File: src/rtl/core/integer_to_radix_string_core_assert.svh
// Assertion macros for the radix string core.
`ifndef INTEGER_TO_RADIX_STRING_CORE_ASSERT_SVH
`define INTEGER_TO_RADIX_STRING_CORE_ASSERT_SVH

// Check cons in the same cycle as ante.
`define I2RS_ASSERT_IMPL(lbl, ante, cons, msg) \
  lbl: assert property (@(posedge clk) disable iff (rst) (ante) |-> (cons)) else $error(msg);

// Check cons in the cycle after ante.
`define I2RS_ASSERT_NEXT(lbl, ante, cons, msg) \
  lbl: assert property (@(posedge clk) disable iff (rst) (ante) |=> (cons)) else $error(msg);

`endif

File: src/rtl/core/i2rs_pkg.sv
// Shared types and constants for the radix string core.
package i2rs_pkg;

  localparam int CFG_INDEX_BITS = 3;
  localparam int CFG_DATA_BITS  = 64;
  localparam int RADIX_BITS     = 6;
  localparam int CHAR_BITS      = 8;
  localparam int ALPHA_BITS     = 256;

  localparam logic [CFG_INDEX_BITS-1:0] REG_RADIX  = 3'd0;
  localparam logic [CFG_INDEX_BITS-1:0] REG_ALPHA0 = 3'd1;
  localparam logic [CFG_INDEX_BITS-1:0] REG_ALPHA1 = 3'd2;
  localparam logic [CFG_INDEX_BITS-1:0] REG_ALPHA2 = 3'd3;
  localparam logic [CFG_INDEX_BITS-1:0] REG_ALPHA3 = 3'd4;

  localparam logic [RADIX_BITS-1:0] RADIX_RESET = 6'd10;
  localparam logic [RADIX_BITS-1:0] RADIX_MIN   = 6'd2;
  localparam logic [RADIX_BITS-1:0] ALPHA_LIMIT = 6'd32;

  typedef struct packed {
    logic clear;
    logic shift;
  } cell_ctl_t;

endpackage

File: src/rtl/core/i2rs_cell.sv
// One digit cell: doubles its digit with carry in base radix, or shifts to its neighbor.
module i2rs_cell import i2rs_pkg::*; #(
  parameter int DIGIT_BITS = 5
) (
  input  logic                  clk,
  input  logic                  rst,
  input  cell_ctl_t             ctl,
  input  logic [DIGIT_BITS:0]   radix,
  input  logic                  en_in,
  input  logic                  cin,
  input  logic [DIGIT_BITS-1:0] shift_in,
  output logic                  en_out,
  output logic                  cout,
  output logic [DIGIT_BITS-1:0] digit
);

  logic [DIGIT_BITS:0] sum;
  logic [DIGIT_BITS:0] diff;
  logic                ge;

  assign sum  = {digit, cin};
  assign ge   = (sum >= radix);
  assign diff = sum - radix;

  always_ff @(posedge clk) begin
    if (rst) begin
      en_out <= 1'b0;
      cout   <= 1'b0;
    end else begin
      en_out <= en_in & ~ctl.clear;
      cout   <= en_in & ge & ~ctl.clear;
    end
  end

  always_ff @(posedge clk) begin
    if (ctl.clear) begin
      digit <= '0;
    end else if (en_in) begin
      digit <= ge ? diff[DIGIT_BITS-1:0] : sum[DIGIT_BITS-1:0];
    end else if (ctl.shift) begin
      digit <= shift_in;
    end
  end

endmodule

File: src/rtl/core/integer_to_radix_string_core.sv
// Integer to radix string converter: systolic row of base-radix digit cells.
// Conversion: bits enter one per cycle and carries move one cell per cycle through the
// row; leading zero digits are then shifted out (at least one digit stays), and the N
// characters leave one per cycle while the output is not stalled.
// One item at a time; s_tready is high only when idle.
// Reset (synchronous, rst high): radix 10, alphabet all zero, idle, no output valid.
module integer_to_radix_string_core import i2rs_pkg::*; #(
  parameter int MAX_RADIX  = 32,
  parameter int VALUE_BITS = 63
) (
  input  logic                      clk,
  input  logic                      rst,
  input  logic                      s_tvalid,
  output logic                      s_tready,
  input  logic [63:0]               s_tdata,   // [62:0] value
  output logic                      m_tvalid,
  input  logic                      m_tready,
  output logic [7:0]                m_tdata,   // [7:0] digit_char
  output logic                      m_tlast,
  input  logic                      cfg_we,
  input  logic [CFG_INDEX_BITS-1:0] cfg_index,
  input  logic [CFG_DATA_BITS-1:0]  cfg_data
);

  localparam int DW    = $clog2(MAX_RADIX);
  localparam int RW    = DW + 1;
  localparam int NCELL = VALUE_BITS;
  localparam int CW    = $clog2(2 * VALUE_BITS);
  localparam int REMW  = $clog2(VALUE_BITS + 1);
  localparam logic [RADIX_BITS-1:0] TOP_RADIX = RADIX_BITS'((MAX_RADIX > 63) ? 63 : MAX_RADIX);

  localparam logic [1:0] ST_IDLE = 2'd0;
  localparam logic [1:0] ST_CONV = 2'd1;
  localparam logic [1:0] ST_SKIP = 2'd2;
  localparam logic [1:0] ST_EMIT = 2'd3;

  logic [1:0]              state;
  logic [CW-1:0]           cnt;
  logic [REMW-1:0]         rem;
  logic [VALUE_BITS-1:0]   shreg;
  logic [RADIX_BITS-1:0]   radix_reg;
  logic [CFG_DATA_BITS-1:0] alpha0, alpha1, alpha2, alpha3;
  logic [ALPHA_BITS-1:0]   alpha;
  logic [RADIX_BITS-1:0]   radix_clamp;
  logic [RW-1:0]           radix_eff;
  logic                    accept;
  logic                    emit_fire;
  logic                    skip_shift;
  cell_ctl_t               ctl;
  logic [5:0]              digit6;
  logic [CHAR_BITS-1:0]    char_sel;

  logic                    en_chain    [NCELL+1];
  logic                    carry_chain [NCELL+1];
  logic [DW-1:0]           digits      [NCELL];
  logic [DW-1:0]           shift_src   [NCELL];

  // configuration registers
  always_ff @(posedge clk) begin
    if (rst) begin
      radix_reg <= RADIX_RESET;
      alpha0    <= '0;
      alpha1    <= '0;
      alpha2    <= '0;
      alpha3    <= '0;
    end else if (cfg_we) begin
      case (cfg_index)
        REG_RADIX:  radix_reg <= cfg_data[RADIX_BITS-1:0];
        REG_ALPHA0: alpha0 <= cfg_data;
        REG_ALPHA1: alpha1 <= cfg_data;
        REG_ALPHA2: alpha2 <= cfg_data;
        REG_ALPHA3: alpha3 <= cfg_data;
        default: ;
      endcase
    end
  end

  always_comb begin
    if (radix_reg < RADIX_MIN) begin
      radix_clamp = RADIX_MIN;
    end else if (radix_reg > TOP_RADIX) begin
      radix_clamp = TOP_RADIX;
    end else begin
      radix_clamp = radix_reg;
    end
  end

  assign radix_eff = RW'(radix_clamp);
  assign alpha     = {alpha3, alpha2, alpha1, alpha0};

  assign s_tready   = (state == ST_IDLE);
  assign accept     = s_tvalid & s_tready;
  assign emit_fire  = (state == ST_EMIT) & (~m_tvalid | m_tready);
  assign skip_shift = (state == ST_SKIP) & (rem != REMW'(1)) & (digits[NCELL-1] == '0);
  assign ctl.clear  = accept;
  assign ctl.shift  = emit_fire | skip_shift;

  assign en_chain[0]    = (state == ST_CONV) & (cnt < CW'(VALUE_BITS));
  assign carry_chain[0] = shreg[VALUE_BITS-1];

  for (genvar i = 0; i < NCELL; i++) begin : g_cell
    if (i == 0) begin : g_first
      assign shift_src[i] = '0;
    end else begin : g_rest
      assign shift_src[i] = digits[i-1];
    end
    i2rs_cell #(.DIGIT_BITS(DW)) u_cell (
      .clk      (clk),
      .rst      (rst),
      .ctl      (ctl),
      .radix    (radix_eff),
      .en_in    (en_chain[i]),
      .cin      (carry_chain[i]),
      .shift_in (shift_src[i]),
      .en_out   (en_chain[i+1]),
      .cout     (carry_chain[i+1]),
      .digit    (digits[i])
    );
  end

  // sequencer
  always_ff @(posedge clk) begin
    if (rst) begin
      state <= ST_IDLE;
      cnt   <= '0;
      rem   <= '0;
    end else begin
      case (state)
        ST_IDLE: begin
          if (accept) begin
            state <= ST_CONV;
            cnt   <= '0;
            rem   <= REMW'(VALUE_BITS);
          end
        end
        ST_CONV: begin
          cnt <= cnt + CW'(1);
          if (cnt == CW'(2 * VALUE_BITS - 2)) begin
            state <= ST_SKIP;
          end
        end
        ST_SKIP: begin
          if (skip_shift) begin
            rem <= rem - REMW'(1);
          end else begin
            state <= ST_EMIT;
          end
        end
        ST_EMIT: begin
          if (emit_fire) begin
            rem <= rem - REMW'(1);
            if (rem == REMW'(1)) begin
              state <= ST_IDLE;
            end
          end
        end
        default: state <= ST_IDLE;
      endcase
    end
  end

  always_ff @(posedge clk) begin
    if (accept) begin
      shreg <= s_tdata[VALUE_BITS-1:0];
    end else if (state == ST_CONV) begin
      shreg <= {shreg[VALUE_BITS-2:0], 1'b0};
    end
  end

  assign digit6   = 6'(digits[NCELL-1]);
  assign char_sel = (digit6 >= ALPHA_LIMIT) ? '0 : alpha[{digit6[4:0], 3'b000} +: CHAR_BITS];

  // output register
  always_ff @(posedge clk) begin
    if (rst) begin
      m_tvalid <= 1'b0;
    end else if (emit_fire) begin
      m_tvalid <= 1'b1;
    end else if (m_tready) begin
      m_tvalid <= 1'b0;
    end
  end

  always_ff @(posedge clk) begin
    if (emit_fire) begin
      m_tdata <= char_sel;
      m_tlast <= (rem == REMW'(1));
    end
  end

`include "integer_to_radix_string_core_assert.svh"

  `I2RS_ASSERT_IMPL(a_no_overflow, 1'b1, !carry_chain[NCELL], "carry left the top cell")
  `I2RS_ASSERT_IMPL(a_idle_quiet, state == ST_IDLE, !en_chain[NCELL], "cell row active while idle")
  `I2RS_ASSERT_NEXT(a_last_out, emit_fire && (rem == REMW'(1)), m_tvalid && m_tlast, "final transfer not flagged")

endmodule

File: config.mk
export PLATFORM = sky130hd
export DESIGN_NAME = integer_to_radix_string_core
export DESIGN_NICKNAME = d
export VERILOG_FILES = /design/src/rtl/core/i2rs_pkg.sv /design/src/rtl/core/i2rs_cell.sv /design/src/rtl/core/integer_to_radix_string_core.sv
export VERILOG_INCLUDE_DIRS = /design/src /design/src/rtl/core
export SDC_FILE = /design/constraint.sdc
export NUM_CORES = 2
export LEC_CHECK = 0
export ABC_CLOCK_PERIOD_IN_PS = 28300
export CORE_MARGIN = 2
export CORE_UTILIZATION = 62
export CTS_CLUSTER_DIAMETER = 80
export DETAILED_ROUTE_END_ITERATION = 16
export DONT_BUFFER_PORTS = 1
export PLACE_DENSITY = 0.82
export SLEW_MARGIN = 20
export SYNTH_ARGS = -nofsm -noshare
export SYNTH_HDL_FRONTEND = slang
export SYNTH_SLANG_ARGS = --single-unit
File: constraint.sdc
create_clock -name clk -period 28.3 [get_ports clk]
set_input_delay 1.415 -clock clk [delete_from_list [all_inputs] [get_ports clk]]
set_output_delay 1.415 -clock clk [all_outputs]
set_load 0.03 [all_outputs]
* Word level (Yosys, flattened, before mapping) *
Cells that the tools add are included.

operators by class
  mux-type cells = 207
  equality and inequality tests = 16
  $add $sub $neg = 65
  bitwise operators = 195
  reduce and logical (&&, ||, !) cells = 78
  divide/modulo/power cells = 0
  $mul = 0
  magnitude comparators = 67
  shift-type cells = 1

operators with widths
  cell                   number
  $mux W5                189
  $ge A6 B6 Y1           63
  $sub A5 B5 Y5          63
  $shiftx A256 B9 Y8     1
  $and A1 B1 Y1          191
  $reduce_bool A2 Y1     66
  $mux W63               2
  $mux W6                5
  $pmux W6 S3            1
  $pmux W7 S2            1
  $reduce_and A2 Y1      6
  $mux W2                5
  $pmux W2 S4            1
  $add A7 B1 Y7 const B  1
  $eq A7 B7 Y1 const B   1
  $lt A7 B6 Y1 const B   1
  $mux W7                1
  $eq A3 B2 Y1 const B   2
  $eq A6 B1 Y1 const B   1
  $ge A5 B6 Y1 const B   1
  $gt A6 B6 Y1 const B   1
  $lt A6 B2 Y1 const B   1
  $ne A2 B1 Y1 const B   3
  $ne A2 B2 Y1 const B   3
  15 further kinds       19

storage, ports and cells
  output and inout bits = 11
  register bits = 789
  latch bits = 0
  logic and storage cells = 828
  bits in read-only memories = 0
  input bits = 136
  bits in writable memories = 0
  memories = 0

* Longest topological paths before layout *
  depth after elaboration = 6
  gate-level depth with buffers = 11
  gate-level depth less buffers = 10

* By module *
A second synthesis with hierarchy kept.

second synthesis, totals
  cell total of the unflattened synthesis = 6,055
  area, all modules = 52,385.2 µm²

modules (own cells, without submodules)
  module                             seq. area each (µm²)  area each (µm²)  instances  cells each
  i2rs_cell at g_cell[0].u_cell ...  140.1                 593.1            62         71
  integer_to_radix_string_core       7,727.4               15,030.7         1          1,582
  i2rs_cell at g_cell[55].u_cell     140.1                 584.3            1          71

* Worst setup path before layout *
OpenSTA, ideal clock, no wires.

  path type = reg-to-reg
  start point = register radix_reg[2]
  end point = register g_cell[24].u_cell.digit[0]
  data required time = 28.225 ns
  setup time = 0.075 ns
  cell stages (with the launch flop) = 10
  buffers on the path = 0
  period minus slack after synthesis = 9.934 ns
  arrival time = 9.859 ns
  path slack = 18.366 ns
  cells stage by stage = dfxtp_1 nor3_1 nor2_1 nor2_1 inv_1 ha_1 and4_1 o41ai_1 mux2_2 o22ai_1

between the ends
  word-level cells in the longest chain between the ends = 6
  elaborated cells between the ends (all ways) = 8
  those cells by class = add/sub: 1; order compare: 3; mux: 4

ends and longest elaborated chain
  element                                               line                                RTL
  start: declaration                                    integer_to_radix_string_core.sv:41  logic [RADIX_BITS-1:0] radix_reg;
  start signal: assignment                              integer_to_radix_string_core.sv:68  REG_RADIX: radix_reg <= cfg_data[RADIX_BITS-1:0];
  $gt A6 B6 Y1                                          integer_to_radix_string_core.sv:81  end else if (radix_reg > TOP_RADIX) begin
  $mux W6                                               integer_to_radix_string_core.sv:81
  $mux W6 *                                             integer_to_radix_string_core.sv:79  if (radix_reg < RADIX_MIN) begin
  $sub A5 B5 Y5 / $ge A6 B6 Y1 (equally long branches)  i2rs_cell.sv:23, i2rs_cell.sv:22
  $mux W5 *                                             i2rs_cell.sv:39                     digit <= ge ? diff[DIGIT_BITS-1:0] : sum[DIGIT_BITS-1:0];
  $mux W5 *                                             i2rs_cell.sv:38                     end else if (en_in) begin
  end signal: assignment                                i2rs_cell.sv:39
  end signal: assignment                                i2rs_cell.sv:41                     digit <= shift_in;
  end: declaration                                      i2rs_cell.sv:14                     output logic [DIGIT_BITS-1:0] digit

Mark *: on every way between the ends. The rest lies on a longest branch, timed or not.
A chain may end at the register's enable or synchronous reset.

* Worst setup path in the final report *
  start point = register g_cell[62].u_cell.digit[1]
  end point = register g_cell[56].u_cell.digit[4]

between the ends
  word-level cells in the longest chain between the ends = 4

ends and longest elaborated chain
  element                       line                                RTL
  start: declaration            i2rs_cell.sv:14
  start signal: assignment      i2rs_cell.sv:39
  start signal: assignment      i2rs_cell.sv:41
  $logic_not A5 Y1              integer_to_radix_string_core.sv:94  assign skip_shift = (state == ST_SKIP) & (rem != REMW'(1)) & (digits[NCELL-1] == '0);
  $and A1 B1 Y1                 integer_to_radix_string_core.sv:94
  $or A1 B1 Y1                  integer_to_radix_string_core.sv:96  assign ctl.shift = emit_fire | skip_shift;
  $reduce_bool A2 Y1 (no line)  n/a
  end signal: assignment        i2rs_cell.sv:39
  end signal: assignment        i2rs_cell.sv:41
  end: declaration              i2rs_cell.sv:14

No other way between the ends.

==> results.toml <==
[outcome]
status = "completed"

[final_layout]
final_nets = 5620
largest_register_ffs = 315
areaGrowthSynthToFinish_pct = 7.94
regMostFlops = "g_cell.u_cell.digit"
drive_above_1_share = 0.0952

[pwr]
switching_share = 0.313
p_clk_frac = 0.368
pwr-share-seq = 0.394
power.switching_w = 0.00102
p_comb_frac = 0.238
leakage_nw = 19.1
powerDensity_nw_per_um2 = 64.0
internal_power_w = 0.00223
ir_drop_uv = 80.8

[place]
hpwl_um = 72500
dp_worst_setup_slack_ns = 22.16
portBuffers = 0
gp_congestion = 0.847

[routing]
drt_first_iter_violations = 2792
wirelength_um = 114000
drc_errors = 0
dr.pass1.iters = 6
wl_met2_um = 55000
routed.top_layer = "met4"
num_vias = 37700
wire_per_inst_um = 18.7
wl_met3_um = 7180
wl_met1_um = 48200
ant_nets = 0
viasPerCell = 6.21

[worst_setup_path]
cpMostUsedCell = "buf_4"
setup.worst_path.class = "flip-flop to flip-flop"
crit_fanout = 68
cp-start-kind = "flip-flop"
cp_slowest_cell = "buf_4"
crit_required_ns = 28.82
cp_cell_sequence = "buf_4 > nor4_1 > o311a_4 > buf_4 > or2_4 > buf_4 > buf_4 > mux2i_1 > o22ai_1"
crit_arrival_ns = 6.74
crit_path_max_incr_delay_ns = 0.98
end_kind = "flip-flop"

[synthesis]
yosys_most_used_dff = "dfxtp_1"
yosys.area.top_type = "dfxtp_1"
synthAdderAreaFrac = 0.130
synth-async-reset-ratio = 0
synth-edff-count = 72
synth.distinct_cells = 55
synth_warnings = 0
synth_simple_gate_area_frac = 0.156
syn-num-nets = 5698
synth_top_family_by_area = "multiplexers"
synth.area.top_cells = "dfxtp_1, ha_1, mux2i_1"
synth_xor_area_frac = 0.0347
ys_seq_elements = 789
synth_commonest_cells = "nand2_1, dfxtp_1, a21oi_1, mux2i_1, ha_1"
synthCells = 5113
synthesis.area_um2 = 46900
yosysMostFrequentCell = "nand2_1"
ys_seq_area_frac = 0.352
synth_area_per_cell_um2 = 9.18
synth-compound-area-share = 0.134
synthMuxAreaShare = 0.159
yosysTopAreaCellShare = 0.306

[timing]
hold_viol = 0
period_needed_ns = 6.22
slew_viol_final = 0
post-route-period-util = 0.220
worst_pin_slew_ns = 1.14
tns_ns = 0
max_freq_ghz = 0.161
setup_violations = 0
finClkSkew_ns = 0.0294
max_slew_margin = 0.238
rsz0062_at_grt = "false"
final.setup.worst_slack_ns = 22.08

[clocking]
cts_tree = "yes"
clk_pin_slew_worst_paths_ns = 0.06
cts.sinks = 789
post_cts_buffers = 0
cts_inserted_buffers = 84
ctsHoldBuffers = 0
cts_max_level = 3
post_cts_resized = 0
clock_latency_ns = 0.65
clockBufferDepth = 3
root_buffer = "clkbuf_16"

[global_routing]
grt_pass1_wl_um = 188000
grt_pass1_vias = 38100
grt_usage = 0.287
grt_antenna_before_repair = 1
grt-ovfl-total = 0
grt_max_degree = 275

[floorplanning]
rows = 100
ios = 147
die_x_um = 279
initial_core_util = 0.628
die_h_um = 279
die_area_um2 = 77900
core_um2 = 74700

[job]
cap_violations = 0

[min_path]
min_path_type = "flip-flop to flip-flop"
## final timing paths
| path | from | end | slack, ns | cells after the start |
|---|---|---|---|---|
| min reg2reg | alpha2[9] | alpha2[9] | 0.45 | 2 |
| min | alpha2[9] | alpha2[9] | 0.45 | 2 |
| max | g_cell[62].u_cell.digit[1] | g_cell[56].u_cell.digit[4] | 22.08 | 9 |
| max reg2reg | g_cell[62].u_cell.digit[1] | g_cell[56].u_cell.digit[4] | 22.08 | 9 |
## kinds of logic after synthesis
kind of cell / after synthesis
buffers and inverters: 380
adders and majority gates: 449
muxes: 631
AOI/OAI and AO/OA: 1068
DFF: 789
xor gates and xnor gates: 186
and+or+nand+nor: 1610
## routing by layer
metal  global-route usage  vias to the layer above
met5                    0                        -
met4                0.105                        0
met3               0.0436                      243
met2                0.496                     1153
met1                0.364                    18100
li1                     -                    18200
## worst max-delay path, delay by kind of cell, from the launching register on
kind / cells / cell delay (ns)
multiplexers: 1 / 0.33
buffers and inverters: 4 / 3.15
AO/OA/AOI/OAI: 2 / 0.43
AND/OR/NAND/NOR: 2 / 1.68
flip-flops: 1 / 0.31
## final cells by class
cell class / count / area, um2
clock inverters: 38 / 576
well taps: 969 / 1210
fillers: 5467 / 24000
diodes: 1 / 2.50
repair buffers: 32 / 253
inverters: 184 / 696
flip-flops and latches: 789 / 16500
multi-input cells: 3944 / 28900
clock buffers: 118 / 2470
## per-stage QoR
step / hold WS, ns / cell area [um2] / std cells / util / total power, W
after global routing: 0.465 / 50700 / 6074 / 0.678 / 0.00338
after floorplan: 0.432 / 46900 / 5113 / - / 0.00192
final: 0.447 / 50700 / 6075 / 0.678 / 0.00324
after CTS: 0.449 / 50600 / 6073 / 0.678 / 0.00325
after global placement: 0.434 / 47600 / 5917 / 0.637 / 0.00203
after detailed placement: 0.440 / 47600 / 5917 / 0.637 / 0.00206
## cells in the final DEF, fill, tap and decap left out, types with 18 or more instances in the layout
| cell | count |
|---|---|
| nand2_1 | 880 |
| dfxtp_1 | 715 |
| a21oi_1 | 494 |
| mux2i_1 | 419 |
| ha_1 | 386 |
| o22ai_1 | 323 |
| nor2_1 | 207 |
| inv_1 | 180 |
| mux2_2 | 132 |
| nand2b_1 | 126 |
| xor2_1 | 118 |
| nor3_1 | 95 |
| o21ai_0 | 95 |
| clkbuf_16 | 87 |
| mux4_2 | 80 |
| edfxtp_1 | 72 |
| xnor2_1 | 68 |
| nor2b_1 | 65 |
| and3_1 | 63 |
| fa_1 | 63 |
| nand3b_1 | 42 |
| buf_4 | 31 |
| or2_2 | 27 |
| a31o_2 | 26 |
| and2_1 | 26 |
| a31oi_1 | 22 |
| o41ai_2 | 21 |
| o21ai_1 | 21 |
| o21a_1 | 19 |
| or3_1 | 18 |
| clkbuf_8 | 18 |
| clkinv_2 | 18 |
## power groups by stage
stage	clock network (W)	registers, W	logic (W)
after floorplan	0	0.00129	0.000627
after global placement	0	0.00130	0.000735
after detailed placement	0	0.00130	0.000755
after CTS	0.00120	0.00128	0.000764
after global routing	0.00125	0.00129	0.000846
final	0.00119	0.00128	0.000772
(Power assumes the default switching activity.)
